`src/arc_pkg.sv`:
```
// ---------------------------------------------------------------------------
// ARP responder cache package
// Request and result layouts, the token that travels the cell chain, and
// the protocol constants shared by the cache cells and the top level.
// ---------------------------------------------------------------------------
package arc_pkg;

  // Default number of cache entries.
  localparam int unsigned CACHE_ENTRIES_DEF = 16;

  // Configuration port geometry and register indexes.
  localparam int unsigned CFG_IDX_W  = 1;
  localparam int unsigned CFG_DATA_W = 48;
  localparam logic [CFG_IDX_W-1:0] REG_OWN_IPV4 = 1'd0;
  localparam logic [CFG_IDX_W-1:0] REG_OWN_MAC  = 1'd1;

  // Request kinds.
  localparam logic OP_HEADER  = 1'b0;
  localparam logic OP_RESOLVE = 1'b1;

  // ARP header codes.
  localparam logic [15:0] OPER_REQUEST = 16'd1;
  localparam logic [15:0] OPER_REPLY   = 16'd2;
  localparam logic [15:0] PTYPE_IPV4   = 16'h0800;

  // All-ones Ethernet broadcast address.
  localparam logic [47:0] MAC_BCAST = 48'hFFFF_FFFF_FFFF;

  // One incoming request.
  typedef struct packed {
    logic        opcode;
    logic [15:0] arp_oper;
    logic [15:0] proto_type;
    logic [31:0] sender_ip;
    logic [47:0] sender_mac;
    logic [31:0] target_ip;
  } arc_in_t;

  // One result.
  typedef struct packed {
    logic        send_packet;
    logic        send_is_reply;
    logic [47:0] dest_mac;
    logic [47:0] frame_target_mac;
    logic [31:0] frame_target_ip;
    logic        lookup_hit;
    logic [47:0] lookup_mac;
    logic        insert_dropped;
  } arc_out_t;

  // Search token handed from cell to cell.
  typedef struct packed {
    logic        active;
    logic [31:0] ip;
    logic        found;
    logic [47:0] mac;
  } arc_tok_t;

endpackage

```
`src/arc_cell.sv`:
```
// ---------------------------------------------------------------------------
// ARP cache cell
// Holds one IP/MAC entry, compares a passing search token against it and
// hands the token on to the next cell in the cycle after.
// ---------------------------------------------------------------------------
module arc_cell (
  input  logic             clk,
  input  logic             rst_n,
  input  arc_pkg::arc_tok_t tok_in,
  input  logic             wr_en,
  input  logic [31:0]      wr_ip,
  input  logic [47:0]      wr_mac,
  output arc_pkg::arc_tok_t tok_out
);
  import arc_pkg::*;

  logic        valid_r;
  logic [31:0] ip_r;
  logic [47:0] mac_r;
  arc_tok_t    tok_r;
  arc_tok_t    tok_nxt;
  logic        match;

  // Entry storage; only the valid bit is cleared by reset.
  always_ff @(posedge clk) begin
    if (!rst_n) begin
      valid_r <= 1'b0;
    end else if (wr_en) begin
      valid_r <= 1'b1;
    end
  end

  always_ff @(posedge clk) begin
    if (wr_en) begin
      ip_r  <= wr_ip;
      mac_r <= wr_mac;
    end
  end

  // Compare the token with this entry; the first match along the chain wins.
  assign match = valid_r && (ip_r == tok_in.ip);

  always_comb begin
    tok_nxt = tok_in;
    if (tok_in.active && match && !tok_in.found) begin
      tok_nxt.found = 1'b1;
      tok_nxt.mac   = mac_r;
    end
  end

  // Hand the token to the neighbor.
  always_ff @(posedge clk) begin
    if (!rst_n) begin
      tok_r.active <= 1'b0;
    end else begin
      tok_r <= tok_nxt;
    end
  end

  assign tok_out = tok_r;

endmodule

```
`src/arp_responder_cache_unit.sv`:
```
// ---------------------------------------------------------------------------
// ARP responder with learning cache
// Top level: request/result handshakes, configuration registers, the row
// of cache cells and the decision and learning logic at the end of the row.
// ---------------------------------------------------------------------------
// A request is either a received ARP header or a resolve of an IPv4 address.
// Its search token walks a row of CACHE_ENTRIES cells, one cell per cycle,
// into a hold register, from which the result is written to the output
// register. A new request is taken once the previous result has been
// written to the output register, so requests do not overlap; a result
// waiting in the output register delays the held result and the next request.
// Senders of IPv4 requests and replies are learned into the next free cell
// when absent; entries are never evicted, and a learn into a full cache is
// dropped and flagged. A request aimed at own_ipv4 yields a reply frame, a
// resolve miss yields a broadcast request frame. Configuration is to be
// written only while no request is in flight; the block does not enforce
// this. There is no clearing pass after reset.
module arp_responder_cache_unit #(
  parameter int unsigned CACHE_ENTRIES = arc_pkg::CACHE_ENTRIES_DEF
) (
  input  logic                           clk,
  input  logic                           rst_n,
  input  logic                           in_valid,
  output logic                           in_ready,
  input  arc_pkg::arc_in_t               in_data,
  output logic                           out_valid,
  input  logic                           out_ready,
  output arc_pkg::arc_out_t              out_data,
  input  logic                           cfg_we,
  input  logic [arc_pkg::CFG_IDX_W-1:0]  cfg_index,
  input  logic [arc_pkg::CFG_DATA_W-1:0] cfg_wdata
);
  import arc_pkg::*;

  localparam int unsigned CNT_W = $clog2(CACHE_ENTRIES + 1);

  logic [31:0]       own_ipv4_r;
  logic [47:0]       own_mac_r;
  logic              busy_r;
  arc_in_t           item_r;
  arc_tok_t          hold_r;
  logic              hold_v_r;
  logic [CNT_W-1:0]  fill_r;
  logic              out_valid_r;
  arc_out_t          out_r;
  arc_out_t          res_nxt;
  logic              learn_wr;
  logic              in_acc;
  logic              emit;
  arc_tok_t          head_tok;
  arc_tok_t          chain_tok [CACHE_ENTRIES+1];
  logic [CACHE_ENTRIES-1:0] tok_act;

  // Configuration registers; own_mac is stored here, but no output of this
  // block carries it.
  always_ff @(posedge clk) begin
    if (!rst_n) begin
      own_ipv4_r <= '0;
      own_mac_r  <= '0;
    end else if (cfg_we) begin
      case (cfg_index)
        REG_OWN_IPV4: own_ipv4_r <= cfg_wdata[31:0];
        REG_OWN_MAC:  own_mac_r  <= cfg_wdata[47:0];
        default: ;
      endcase
    end
  end

  // Request acceptance and the token injected into the first cell.
  assign in_ready = !busy_r;
  assign in_acc   = in_valid && in_ready;

  always_comb begin
    head_tok.active = in_acc;
    head_tok.ip     = (in_data.opcode == OP_RESOLVE) ? in_data.target_ip
                                                     : in_data.sender_ip;
    head_tok.found  = 1'b0;
    head_tok.mac    = '0;
  end

  always_ff @(posedge clk) begin
    if (in_acc) begin
      item_r <= in_data;
    end
  end

  // Row of cache cells.
  assign chain_tok[0] = head_tok;

  for (genvar i = 0; i < CACHE_ENTRIES; i++) begin : g_cell
    arc_cell u_cell (
      .clk     (clk),
      .rst_n   (rst_n),
      .tok_in  (chain_tok[i]),
      .wr_en   (learn_wr && (fill_r == CNT_W'(i))),
      .wr_ip   (item_r.sender_ip),
      .wr_mac  (item_r.sender_mac),
      .tok_out (chain_tok[i+1])
    );
    assign tok_act[i] = chain_tok[i+1].active;
  end

  // Catch the token leaving the last cell.
  always_ff @(posedge clk) begin
    if (!rst_n) begin
      hold_v_r <= 1'b0;
    end else if (chain_tok[CACHE_ENTRIES].active) begin
      hold_v_r <= 1'b1;
    end else if (emit) begin
      hold_v_r <= 1'b0;
    end
  end

  always_ff @(posedge clk) begin
    if (chain_tok[CACHE_ENTRIES].active) begin
      hold_r <= chain_tok[CACHE_ENTRIES];
    end
  end

  assign emit = hold_v_r && (!out_valid_r || out_ready);

  // Result and learning decision.
  always_comb begin
    res_nxt  = '0;
    learn_wr = 1'b0;
    if (item_r.opcode == OP_HEADER) begin
      if ((item_r.proto_type == PTYPE_IPV4) &&
          ((item_r.arp_oper == OPER_REQUEST) || (item_r.arp_oper == OPER_REPLY))) begin
        if (!hold_r.found) begin
          if (fill_r == CNT_W'(CACHE_ENTRIES)) begin
            res_nxt.insert_dropped = 1'b1;
          end else begin
            learn_wr = emit;
          end
        end
        if ((item_r.arp_oper == OPER_REQUEST) && (item_r.target_ip == own_ipv4_r)) begin
          res_nxt.send_packet      = 1'b1;
          res_nxt.send_is_reply    = 1'b1;
          res_nxt.dest_mac         = item_r.sender_mac;
          res_nxt.frame_target_mac = item_r.sender_mac;
          res_nxt.frame_target_ip  = item_r.sender_ip;
        end
      end
    end else begin
      if (hold_r.found) begin
        res_nxt.lookup_hit = 1'b1;
        res_nxt.lookup_mac = hold_r.mac;
      end else begin
        res_nxt.send_packet     = 1'b1;
        res_nxt.send_is_reply   = 1'b0;
        res_nxt.dest_mac        = MAC_BCAST;
        res_nxt.frame_target_ip = item_r.target_ip;
      end
    end
  end

  // Fill count and busy flag.
  always_ff @(posedge clk) begin
    if (!rst_n) begin
      fill_r <= '0;
      busy_r <= 1'b0;
    end else begin
      if (learn_wr) begin
        fill_r <= fill_r + CNT_W'(1);
      end
      if (in_acc) begin
        busy_r <= 1'b1;
      end else if (emit) begin
        busy_r <= 1'b0;
      end
    end
  end

  // Output register.
  always_ff @(posedge clk) begin
    if (!rst_n) begin
      out_valid_r <= 1'b0;
    end else if (emit) begin
      out_valid_r <= 1'b1;
    end else if (out_ready) begin
      out_valid_r <= 1'b0;
    end
  end

  always_ff @(posedge clk) begin
    if (emit) begin
      out_r <= res_nxt;
    end
  end

  assign out_valid = out_valid_r;
  assign out_data  = out_r;

  // Checks.
  a_fill_bound: assert property (@(posedge clk) disable iff (!rst_n)
    fill_r <= CNT_W'(CACHE_ENTRIES))
    else $error("fill count beyond cache size");

  a_hold_busy: assert property (@(posedge clk) disable iff (!rst_n)
    hold_v_r |-> busy_r)
    else $error("held token without a request in flight");

  a_one_token: assert property (@(posedge clk) disable iff (!rst_n)
    $countones({tok_act, hold_v_r}) <= 1)
    else $error("more than one token in the cell row");

  a_result_ends_request: assert property (@(posedge clk) disable iff (!rst_n)
    $rose(out_valid_r) |-> $fell(busy_r))
    else $error("result appeared without finishing a request");

endmodule

```
`config.mk`:
```
export PLATFORM = sky130hd
export DESIGN_NAME = arp_responder_cache_unit
export DESIGN_NICKNAME = d
export VERILOG_FILES = /design/src/arc_pkg.sv /design/src/arc_cell.sv /design/src/arp_responder_cache_unit.sv
export SDC_FILE = /design/constraint.sdc
export NUM_CORES = 2
export LEC_CHECK = 0
export BUFFER_PORTS_ARGS = -buffer_cell sky130_fd_sc_hd__buf_2
export CORE_ASPECT_RATIO = 2
export CORE_MARGIN = 2
export CORE_UTILIZATION = 30
export CTS_CLUSTER_DIAMETER = 200
export DETAILED_ROUTE_END_ITERATION = 7
export HOLD_SLACK_MARGIN = 0.05
export PLACE_DENSITY = 0.43
export RECOVER_POWER = 25
export SETUP_SLACK_MARGIN = 0.05
export SLEW_MARGIN = 20
export SYNTH_ARGS = -nofsm -noshare
export SYNTH_HDL_FRONTEND = slang
export SYNTH_SLANG_ARGS = --single-unit
export TNS_END_PERCENT = 1
```
`constraint.sdc`:
```
create_clock -name clk -period 11.73 [get_ports clk]
set_input_delay 1.7595 -clock clk [delete_from_list [all_inputs] [get_ports clk]]
set_output_delay 1.7595 -clock clk [all_outputs]
set_load 0.02 [all_outputs]
```
==> impl_metrics.py <==
metrics = {
    "layout": {
        "seq_area_sq_um": 89100,
        "multi_input_area_sq_um": 17900,
        "fin_nets": 6099,
        "utilization_pct": 34.9,
        "fill_cells": 33351,
        "drive_above_1_share_pct": 26.5,
        "syn_to_final_growth_pct": 15.8,
    },
    "route": {
        "firstDrtPassIters": 6,
        "drc_errors": 0,
        "via_count": 49092,
        "detail-route-antenna-nets": 0,
        "wl_per_cell_microns": 26.8,
        "finalWirelength_mm": 290,
        "drt_iter0_drc": 3627,
        "viasPerCell": 4.54,
    },
    "global_route": {
        "use_met1_pct": 17.3,
        "grt_max_degree": 158,
        "grt_use_met3_pct": 2.25,
        "overflow": 0,
        "antenna_found_initial": 46,
        "gr-max-usage-layer": "met2",
        "track_usage_pct": 15.6,
        "grt_pass1_vias": 52502,
        "grt_pass1_wl_mm": 406,
        "use_met2_pct": 30.4,
    },
    "sta": {
        "setup_viol_count_final": 0,
        "finalMaxSlewViolations": 177,
        "skew_ns": 0.0722,
        "worst_pin_slew_ns": 2.62,
        "relSlewSlack_pct": -74.4,
        "rsz0062_at_grt": "false",
        "fmax_mhz": 203,
        "finalHoldViolations": 0,
        "min_period_ns": 4.92,
        "finalCritPeriodShare_pct": 42.0,
        "tns_ns": 0,
    },
    "die": {
        "die-area_sq_um": 365000,
        "core_region_area_sq_um": 358000,
        "start_util_pct": 30.1,
        "die_h_microns": 852,
        "pin_count": 381,
        "num_rows": 311,
        "dieWidth_microns": 428,
    },
    "pwr": {
        "powerDensity_nw_per_um2": 176,
        "ir_worst_vdd_uv": 111,
        "leakagePower_nw": 40.9,
        "p_total_mw": 22.0,
    },
    "yosys": {
        "synth_cell_types": 49,
        "yosysWarnings": 0,
        "synth_xor_area_share_pct": 4.32,
        "synthAdderAreaFrac_pct": 0.0580,
        "synth-edff-count": 2918,
        "yosys.area_share.simple_pct": 3.38,
        "synth_top_family_by_area": "multiplexers",
        "ys_ff_latch": 2990,
        "synth_fp_nets": 5493,
        "ys_seq_area_share_pct": 82.5,
        "async_flop_share_pct": 0,
        "synthCells": 5289,
        "synth-main-ff-cell": "edfxtp_1",
        "synthMuxAreaShare_pct": 7.87,
        "synth.avg_cell_area_sq_um": 20.4,
        "mappedNetlistArea_sq_um": 108000,
        "synth_compound_area_share_pct": 0.758,
    },
    "placement": {
        "gp_congestion": 0.797,
        "hpwlAfterDp_mm": 191,
        "numPortBuffers": 364,
    },
    "setup_path": {
        "worstSetupPathType": "in -> reg",
        "cp.arrival_ns": 5.39,
        "worstPathRequired_ns": 12.19,
        "cp-start-kind": "primary input",
        "path_max_fanout": 45,
        "cp-end-kind": "flip-flop",
    },
    "clock_network": {
        "cts_buffer_depth": 4,
        "cts_setup_buffers": 0,
        "ctsResizeCount": 0,
        "numCtsBuffers": 287,
        "htreeDepth": 5,
        "cts_root_buf": "clkbuf_16",
        "clk_pin_slew_ns": 0.07,
        "cts_tree": "yes",
        "insertion_delay_ns": 0.90,
        "clkSinkCount": 2990,
        "hold_buffers": 0,
    },
    "hold_path": {
        "min_path_type": "reg -> reg",
    },
    "flow_run": {
        "drv_cap": 9,
    },
    "run_status": {
        "violations": "max-capacitance violations, max-slew violations",
        "outcome": "finished with violations",
    },
}
[worst paths after layout]
| check | from | to | slack (ns) | cells past startpoint |
|---|---|---|---|---|
| worst max-delay path | out_ready | g_cell[3].u_cell.mac_r[14]$_DFFE_PP_ | 6.81 | 7 |
| worst min-delay path | g_cell[15].u_cell.tok_out[41]$_DFFE_PP_ | hold_r[41]$_DFFE_PP_ | 0.40 | 0 |
| worst max register to register | fill_r[0]$_SDFFE_PN0P_ | g_cell[3].u_cell.mac_r[14]$_DFFE_PP_ | 7.05 | 8 |
| worst min register to register | g_cell[15].u_cell.tok_out[41]$_DFFE_PP_ | hold_r[41]$_DFFE_PP_ | 0.40 | 0 |
[kinds of logic after synthesis]
group,after synthesis
AO/OA/AOI/OAI,149
XOR/XNOR,533
adder cells (fa/ha/maj),5
buffers and inverters,271
flip-flops,2990
multiplexers,753
AND/OR/NAND/NOR,588
[sequential cells by signal (all words and copies together) (netlist names), 16 cells and up]
register,flops
g_cell.u_cell.valid_r,16
g_cell.u_cell.ip_r,512
g_cell.u_cell.tok_out,1280
item_r,145
out_data,180
hold_r,49
g_cell.u_cell.mac_r,768
own_ipv4_r,32
[critical path, stage by stage]
cell	delay, ns
buf_2	0.08
nor2b_1	0.17
nor4b_1	0.73
nand4_1	0.67
nor4_2	0.50
buf_4	0.58
buf_4	0.74
[Yosys cell counts (2+ instances only)]
cell	number	area, sq um
edfxtp_1	2918	87600
mux2_2	736	8290
xor2_1	426	3730
nor4_1	153	957
xnor2_1	107	937
inv_1	102	383
nand2_1	101	379
nand4_1	88	551
buf_2	84	420
o21ai_0	82	410
clkbuf_1	75	282
dfxtp_1	72	1440
and4_1	61	534
and3_1	50	313
a21oi_1	38	190
nor3_1	23	115
and2_1	19	119
nand3_1	18	90.1
o21a_1	16	120
or2_2	16	100
nand4b_1	15	131
nor2_1	12	45.0
nor4_2	12	150
mux2i_1	10	100
buf_6	6	67.6
ha_1	5	62.6
mux2_4	5	75.1
nand2b_1	5	31.3
nor2b_1	4	25.0
o22ai_1	4	25.0
a211oi_1	2	15.0
a22o_1	2	17.5
a22oi_1	2	15.0
buf_4	2	15.0
nor4b_1	2	17.5
or3_1	2	12.5
or4_1	2	15.0
[where the power goes]
part	total [mW]	internal, mW	switching, mW
clock	9.15	5.10	4.05
sequential	12.3	12.1	0.231
combinational	0.570	0.201	0.370
total	22.0	17.4	4.65
[metal layers]
layer  share of wire (%)  wire length, microns
met1                  37                107000
met2                  56                162000
met3                 4.3                 12400
met4                 3.0                  8710
met5               0.056                   163
[area by class of cell]
class	count	share of cell area [%]
multi-input cells	2028	14.4
inverters	102	0.312
well taps	4695	4.70
clock inverters	149	1.01
repair buffers	486	2.14
diodes	11	0.0220
clock buffers	359	6.17
flip-flops and latches	2990	71.3
[per-stage QoR]
| step | area, sq um | instances | hold WS [ns] | worst slack [ns] |
|---|---|---|---|---|
| global route | 125000 | 10814 | 0.423 | 6.64 |
| finish | 125000 | 10820 | 0.404 | 6.81 |
| CTS | 125000 | 10806 | 0.408 | 6.74 |
| global placement | 116000 | 10296 | 0.405 | 5.85 |
| detailed placement | 116000 | 10298 | 0.405 | 5.79 |
| floorplan | 108000 | 5289 | 0.400 | 0.866 |
[layout by cell type, fill, tap and decap left out, types with 17 or more instances in the layout]
cell type | netlist | final
a21oi_1 | 38 | 38
and2_1 | 19 | 17
and3_1 | 50 | 50
and4_1 | 61 | 49
buf_2 | 84 | 306
buf_4 | 2 | 99
bufinv_16 | 0 | 19
clkbuf_1 | 75 | 130
clkbuf_16 | 0 | 296
clkinv_1 | 0 | 61
clkinv_2 | 0 | 41
dfxtp_1 | 72 | 72
edfxtp_1 | 2918 | 2918
inv_1 | 102 | 101
mux2_2 | 736 | 736
nand2_1 | 101 | 100
nand3_1 | 18 | 18
nand4_1 | 88 | 88
nor3_1 | 23 | 20
nor4_1 | 153 | 133
nor4_2 | 12 | 31
o21ai_0 | 82 | 81
xnor2_1 | 107 | 107
xor2_1 | 426 | 425
Power figures use the tool's default switching activity.
